$ cat src/hw/rtl/fvc_pkg.sv
`timescale 1ns / 1ps

package fvc_pkg;

    // Operand and result widths
    localparam int unsigned FLOW_W  = 16;
    localparam int unsigned PIX_W   = 8;
    localparam int unsigned SUM_W   = 32;
    localparam int unsigned ROOT_W  = SUM_W / 2;
    localparam int unsigned REM_W   = ROOT_W + 1;
    localparam int unsigned N_CELLS = ROOT_W;

    // Root at and above which blue saturates: 128 + (root >> 4) >= 255
    localparam logic [ROOT_W-1:0] BLUE_SAT_ROOT = ROOT_W'(2032);
    localparam logic [PIX_W-1:0]  PIX_MID       = PIX_W'(128);
    localparam logic [PIX_W-1:0]  PIX_MAX       = PIX_W'(255);

    // Payload carried from cell to cell of the square-root chain
    typedef struct packed {
        logic              valid;
        logic [SUM_W-1:0]  radicand;
        logic [REM_W-1:0]  rem;
        logic [ROOT_W-1:0] root;
        logic [PIX_W-1:0]  green;
        logic [PIX_W-1:0]  red;
    } cell_data_t;

endpackage

$ cat src/hw/rtl/fvc_prep.sv
`timescale 1ns / 1ps

module fvc_prep (
    input  logic                       aclk,
    input  logic                       aresetn,
    input  logic                       advance,
    input  logic                       in_valid,
    input  logic signed [15:0]         flow_x,
    input  logic signed [15:0]         flow_y,
    input  logic                       flow_valid,
    output fvc_pkg::cell_data_t        out_data
);
    import fvc_pkg::*;

    logic                     sq_valid_reg;
    logic [SUM_W-2:0]         sq_x_reg;
    logic [SUM_W-2:0]         sq_y_reg;
    logic [PIX_W-1:0]         red_reg;
    logic [PIX_W-1:0]         green_reg;
    logic [FLOW_W-1:0]        abs_x;
    logic [FLOW_W-1:0]        abs_y;
    logic [PIX_W-1:0]         red_next;
    logic [PIX_W-1:0]         green_next;
    cell_data_t               out_reg;
    cell_data_t               out_next;

    // Map one Q8.8 component to 128 + 16 * v, floored and clamped
    function automatic logic [PIX_W-1:0] to_channel(input logic signed [FLOW_W-1:0] raw);
        logic signed [FLOW_W:0] v;
        logic [FLOW_W-5:0]      r;
        v = {raw[FLOW_W-1], raw} + (FLOW_W+1)'(2048);
        r = v[FLOW_W-1:4];
        if (v[FLOW_W]) begin
            return '0;
        end else if (r > (FLOW_W-4)'(255)) begin
            return PIX_MAX;
        end else begin
            return r[PIX_W-1:0];
        end
    endfunction

    // Magnitudes; 0x8000 gives 32768 which still fits 16 bits unsigned
    assign abs_x = flow_x[FLOW_W-1] ? FLOW_W'(-flow_x) : flow_x;
    assign abs_y = flow_y[FLOW_W-1] ? FLOW_W'(-flow_y) : flow_y;

    // Invalid vectors become neutral gray: zero length, mid channels
    assign red_next   = flow_valid ? to_channel(flow_x) : PIX_MID;
    assign green_next = flow_valid ? to_channel(flow_y) : PIX_MID;

    // Square each component
    always_ff @(posedge aclk) begin
        if (!aresetn) begin
            sq_valid_reg <= 1'b0;
        end else if (advance) begin
            sq_valid_reg <= in_valid;
        end
    end

    always_ff @(posedge aclk) begin
        if (advance) begin
            sq_x_reg  <= flow_valid ? (SUM_W-1)'(abs_x * abs_x) : '0;
            sq_y_reg  <= flow_valid ? (SUM_W-1)'(abs_y * abs_y) : '0;
            red_reg   <= red_next;
            green_reg <= green_next;
        end
    end

    // Sum the squares and seed the root chain
    always_comb begin
        out_next.valid    = sq_valid_reg;
        out_next.radicand = {1'b0, sq_x_reg} + {1'b0, sq_y_reg};
        out_next.rem      = '0;
        out_next.root     = '0;
        out_next.green    = green_reg;
        out_next.red      = red_reg;
    end

    always_ff @(posedge aclk) begin
        if (!aresetn) begin
            out_reg.valid <= 1'b0;
        end else if (advance) begin
            out_reg.valid <= out_next.valid;
        end
        if (advance) begin
            out_reg.radicand <= out_next.radicand;
            out_reg.rem      <= out_next.rem;
            out_reg.root     <= out_next.root;
            out_reg.green    <= out_next.green;
            out_reg.red      <= out_next.red;
        end
    end

    assign out_data = out_reg;

endmodule

$ cat src/hw/rtl/fvc_root_cell.sv
`timescale 1ns / 1ps

module fvc_root_cell (
    input  logic                aclk,
    input  logic                aresetn,
    input  logic                advance,
    input  fvc_pkg::cell_data_t in_data,
    output fvc_pkg::cell_data_t out_data
);
    import fvc_pkg::*;

    logic [REM_W+1:0] rem_shift;
    logic [REM_W+1:0] trial;
    logic             take;
    cell_data_t       out_reg;
    cell_data_t       out_next;

    // Bring down the next two radicand bits and try the next root bit
    assign rem_shift = {in_data.rem, in_data.radicand[SUM_W-1:SUM_W-2]};
    assign trial     = {1'b0, in_data.root, 2'b01};
    assign take      = (rem_shift >= trial);

    always_comb begin
        out_next          = in_data;
        out_next.radicand = {in_data.radicand[SUM_W-3:0], 2'b00};
        if (take) begin
            out_next.rem  = REM_W'(rem_shift - trial);
            out_next.root = {in_data.root[ROOT_W-2:0], 1'b1};
        end else begin
            out_next.rem  = REM_W'(rem_shift);
            out_next.root = {in_data.root[ROOT_W-2:0], 1'b0};
        end
    end

    always_ff @(posedge aclk) begin
        if (!aresetn) begin
            out_reg.valid <= 1'b0;
        end else if (advance) begin
            out_reg.valid <= out_next.valid;
        end
        if (advance) begin
            out_reg.radicand <= out_next.radicand;
            out_reg.rem      <= out_next.rem;
            out_reg.root     <= out_next.root;
            out_reg.green    <= out_next.green;
            out_reg.red      <= out_next.red;
        end
    end

    assign out_data = out_reg;

endmodule

$ cat src/hw/rtl/flow_vector_to_color_pixel.sv
`timescale 1ns / 1ps

// Channel   Ports                                         Direction
// s_        s_valid s_ready s_flow_x s_flow_y s_flow_valid  request in
// m_        m_valid m_ready m_blue_magnitude                result out
//           m_green_vertical m_red_horizontal
//
// One request is taken every cycle while the skid register is empty; the path is two
// front stages for squares and sum, sixteen square-root cells, one output register.
// Each root cell resolves one bit of the 16-bit root, which sets the depth.
// Reset clears valid bits only. A stalled output parks one result in a skid
// register; the chain freezes while that register is full.
module flow_vector_to_color_pixel (
    input  logic               aclk,
    input  logic               aresetn,
    input  logic               s_valid,
    output logic               s_ready,
    input  logic signed [15:0] s_flow_x,
    input  logic signed [15:0] s_flow_y,
    input  logic               s_flow_valid,
    output logic               m_valid,
    input  logic               m_ready,
    output logic [7:0]         m_blue_magnitude,
    output logic [7:0]         m_green_vertical,
    output logic [7:0]         m_red_horizontal
);
    import fvc_pkg::*;

    cell_data_t       chain [0:N_CELLS];
    logic             advance;
    logic             push;
    logic [PIX_W-1:0] tail_blue;
    logic             m_valid_reg;
    logic [PIX_W-1:0] m_blue_reg;
    logic [PIX_W-1:0] m_green_reg;
    logic [PIX_W-1:0] m_red_reg;
    logic             skid_valid_reg;
    logic [PIX_W-1:0] skid_blue_reg;
    logic [PIX_W-1:0] skid_green_reg;
    logic [PIX_W-1:0] skid_red_reg;

    // Move the whole chain whenever the skid register is free
    assign advance = !skid_valid_reg;
    assign s_ready = advance;
    assign push    = advance && chain[N_CELLS].valid;

    fvc_prep u_prep (
        .aclk       (aclk),
        .aresetn    (aresetn),
        .advance    (advance),
        .in_valid   (s_valid),
        .flow_x     (s_flow_x),
        .flow_y     (s_flow_y),
        .flow_valid (s_flow_valid),
        .out_data   (chain[0])
    );

    // One root bit per cell
    for (genvar i = 0; i < N_CELLS; i++) begin : g_cell
        fvc_root_cell u_cell (
            .aclk     (aclk),
            .aresetn  (aresetn),
            .advance  (advance),
            .in_data  (chain[i]),
            .out_data (chain[i+1])
        );
    end

    // Blue from the finished root, saturated
    assign tail_blue = (chain[N_CELLS].root >= BLUE_SAT_ROOT) ? PIX_MAX :
                       {1'b1, chain[N_CELLS].root[10:4]};

    // Output register with skid
    always_ff @(posedge aclk) begin
        if (!aresetn) begin
            m_valid_reg    <= 1'b0;
            skid_valid_reg <= 1'b0;
        end else if (!m_valid_reg || m_ready) begin
            if (skid_valid_reg) begin
                m_valid_reg    <= 1'b1;
                skid_valid_reg <= 1'b0;
            end else begin
                m_valid_reg    <= push;
            end
        end else if (push) begin
            skid_valid_reg <= 1'b1;
        end
    end

    always_ff @(posedge aclk) begin
        if (!m_valid_reg || m_ready) begin
            if (skid_valid_reg) begin
                m_blue_reg  <= skid_blue_reg;
                m_green_reg <= skid_green_reg;
                m_red_reg   <= skid_red_reg;
            end else if (push) begin
                m_blue_reg  <= tail_blue;
                m_green_reg <= chain[N_CELLS].green;
                m_red_reg   <= chain[N_CELLS].red;
            end
        end else if (push) begin
            skid_blue_reg  <= tail_blue;
            skid_green_reg <= chain[N_CELLS].green;
            skid_red_reg   <= chain[N_CELLS].red;
        end
    end

    assign m_valid          = m_valid_reg;
    assign m_blue_magnitude = m_blue_reg;
    assign m_green_vertical = m_green_reg;
    assign m_red_horizontal = m_red_reg;

`ifndef SYNTHESIS
    a_skid_behind_out: assert property (@(posedge aclk) disable iff (!aresetn)
        skid_valid_reg |-> m_valid_reg)
        else $error("skid holds a result while output is empty");

    a_skid_fill_on_stall: assert property (@(posedge aclk) disable iff (!aresetn)
        $rose(skid_valid_reg) |-> $past(m_valid_reg && !m_ready))
        else $error("skid filled without an output stall");

    a_blue_floor: assert property (@(posedge aclk) disable iff (!aresetn)
        m_valid_reg |-> m_blue_reg[PIX_W-1])
        else $error("blue below mid level");
`endif

endmodule

$ cat config.mk
export PLATFORM = sky130hd
export DESIGN_NAME = flow_vector_to_color_pixel
export DESIGN_NICKNAME = d
export VERILOG_FILES = /design/src/hw/rtl/fvc_pkg.sv /design/src/hw/rtl/fvc_prep.sv /design/src/hw/rtl/fvc_root_cell.sv /design/src/hw/rtl/flow_vector_to_color_pixel.sv
export SDC_FILE = /design/constraint.sdc
export NUM_CORES = 2
export LEC_CHECK = 0
export BUFFER_PORTS_ARGS = -buffer_cell sky130_fd_sc_hd__buf_4
export CAP_MARGIN = 20
export CELL_PAD_IN_SITES_DETAIL_PLACEMENT = 1
export CELL_PAD_IN_SITES_GLOBAL_PLACEMENT = 2
export CORE_MARGIN = 1
export CORE_UTILIZATION = 25
export CTS_CLUSTER_SIZE = 20
export DETAILED_ROUTE_END_ITERATION = 8
export PLACE_DENSITY_LB_ADDON = 0.2
export SYNTH_ARGS = -nofsm -noshare
export SYNTH_HDL_FRONTEND = slang
export SYNTH_SLANG_ARGS = --single-unit
export TNS_END_PERCENT = 100
$ cat constraint.sdc
create_clock -name aclk -period 17.7 [get_ports aclk]
set_input_delay 3.54 -clock aclk [delete_from_list [all_inputs] [get_ports aclk]]
set_output_delay 3.54 -clock aclk [all_outputs]
set_load 0.1 [all_outputs]
==> metrics.yaml <==
grt_pass1_wl_mm: 169
syn2layout_area_growth_pct: 15.0
tightestPinTransition_ns: 1.05
async_reset_ff_frac: 0
cts_resized: 0
ys_types: 83
fillers: 20800
routabilityCongestion: 0.772
antenna_left: 0
status: "completed"
synth_area_leaders: "edfxtp_1, fa_1, ha_1, inv_1, xnor2_1"
drc: 0
overflow: 0
synth_seq_area_share: 0.531
multiInputGateArea_sq_um: 20200
synth_most_common_cell: "edfxtp_1"
clock.fmax_ghz: 0.0886
critPathCaptureType: "register"
die_h_microns: 442
required_ns: 18.12
vias: 27400
ys_seq_elements: 863
netlist_instances: 3785
fin_setup_tns_ns: 0
largest_reg_flops: 699
synth_edf_count: 843
first_pass_iters: 4
die_w_microns: 442
yosysWarnings: 0
synth_area_leader_cell: "edfxtp_1"
setup.worst_path.start_class: "primary input"
wire_per_inst_microns: 16.0
maxCapViolations: 0
cts_tree: "done"
avgSynthCellArea_sq_um: 12.8
postCtsSetupBuffers: 0
relSlewSlack: 0.299
rsz0062_at_grt: "false"
cts_num_sinks: 863
drt_iter0_drc: 933
num_io_pins: 63
worstPathMaxFanout: 18
dpl.hpwl_mm: 79.2
syn-cell-area_sq_um: 48400
grt_pass1_vias: 30500
cp.arrival_ns: 11.71
crit_type: "primary input to register"
start_util: 0.252
die_area_sq_um: 195000
grt_max_degree: 181
clk_path_buf_depth: 3
min-delay-path-class: "register to register"
synth.top_cell.area_share: 0.523
path_clk_slew_ns: 0.06
wl_mm: 105
final_nets: 4626
root_buffer: "clkbuf_16"
antenna_found_initial: 0
seq_area_sq_um: 25700
grt.total_usage: 0.109
finClkSkew_ns: 0.0518
drive_above_1_share: 0.0769
num_rows: 161
port-buffer-count: 61
cts-htree-levels: 3
period_minus_slack_ns: 11.29
period_share: 0.638
fp.coreArea_sq_um: 192000
netlist_top_cells_count: "edfxtp_1, inv_1, fa_1"
drv_slew: 0
final-hold-violation-count: 0
clock_latency_ns: 0.70
synth_ff_type: "edfxtp_1"
holdBufCountCts: 0
via_per_inst: 4.18
numCtsBuffers: 102
setup_viol: 0
[kinds of logic (layout without fill, tap and decap cells)]
kind of cell / after synthesis / in the layout / synth area share
compound gates: 417 / 417 / 0.0550
xor+xnor: 218 / 218 / 0.0399
fa+ha+maj: 645 / 645 / 0.218
buf+inv: 669 / 895 / 0.0522
flops: 863 / 863 / 0.531
mux: 52 / 52 / 0.0115
other cells: 2 / 22 / 0.000155
simple gates: 919 / 919 / 0.0915
[layout make-up]
type | count | area share
sequential | 863 | 0.462
multi-input combinational | 2272 | 0.364
tap | 2526 | 0.0568
clock buffer | 123 | 0.0477
inverter | 605 | 0.0409
clock inverter | 67 | 0.0145
timing repair buffer | 100 | 0.0142
antenna | 1 | 0.0000450
[layer usage]
metal | vias up | GRT usage | share of wire
met4 | 0 | 0.0321 | 0.023
met2 | 220 | 0.207 | 0.54
li1 | 13200 | - | -
met1 | 13800 | 0.126 | 0.41
met3 | 133 | 0.0147 | 0.024
met5 | - | 0 | 0
[final timing paths]
kind | to | cells past startpoint | start | slack [ns]
worst min-delay path | g_cell[9].u_cell.out_data[14] | 0 | g_cell[8].u_cell.out_data[14] | 0.37
worst min register to register | g_cell[9].u_cell.out_data[14] | 0 | g_cell[8].u_cell.out_data[14] | 0.37
worst max-delay path | u_prep.sq_x_reg[30] | 28 | s_flow_x[0] | 6.41
worst max register to register | u_prep.sq_x_reg[27] | 4 | skid_valid_reg | 14.20
[placed cells by master, fill, tap and decap left out, drive strengths merged, types with 18 or more instances in the layout]
cell type and instances:
edfxtp 843, nor4 20, or2 18, inv 594
xor2 90, nor2 275, ha 313, o21a 48
or3 38, mux2 29, nand2b 41, buf 100
and2 26, fa 332, conb 21, nor2b 46
mux2i 23, nand3 47, nand4 29, a21oi 120
nand2 244, o21ai 93, a21o 41, clkbuf 123
dfxtp 20, nor3 71, xnor2 128, clkinv 60
[critical path: stages]
cell      delay [ns]
buf_4           0.12
clkinv_1        0.47
ha_1            0.47
nand2_1         0.07
nand2_1         0.06
xnor2_1         0.16
buf_4           0.24
clkinv_1        0.42
nor2_1          0.37
inv_1           0.14
fa_1            0.51
inv_1           0.07
fa_1            0.50
fa_1            0.52
fa_1            0.53
fa_1            0.57
inv_1           0.06
fa_1            0.52
inv_1           0.04
ha_1            0.34
and3_4          0.19
a21boi_1        0.14
o41a_1          0.41
or3_1           0.35
o2111a_1        0.27
o311ai_1        0.35
and3_1          0.20
nor3_1          0.05
[stage by stage]
stage                     utilization  std cells  setup slack, ns  hold slack (ns)  area, sq um
after global placement          0.271       6365             5.72            0.401        52200
after detailed placement        0.271       6366             5.64            0.405        52200
after floorplan                     -       3804             4.75            0.400        48500
after global routing            0.289       6556             5.83            0.366        55600
final                           0.289       6557             6.41            0.365        55600
after CTS                       0.289       6556             6.41            0.353        55600
Power is left out: the tool's default activity adds up to more than one toggle a clock period on the data nets, which glitch-free logic cannot reach.
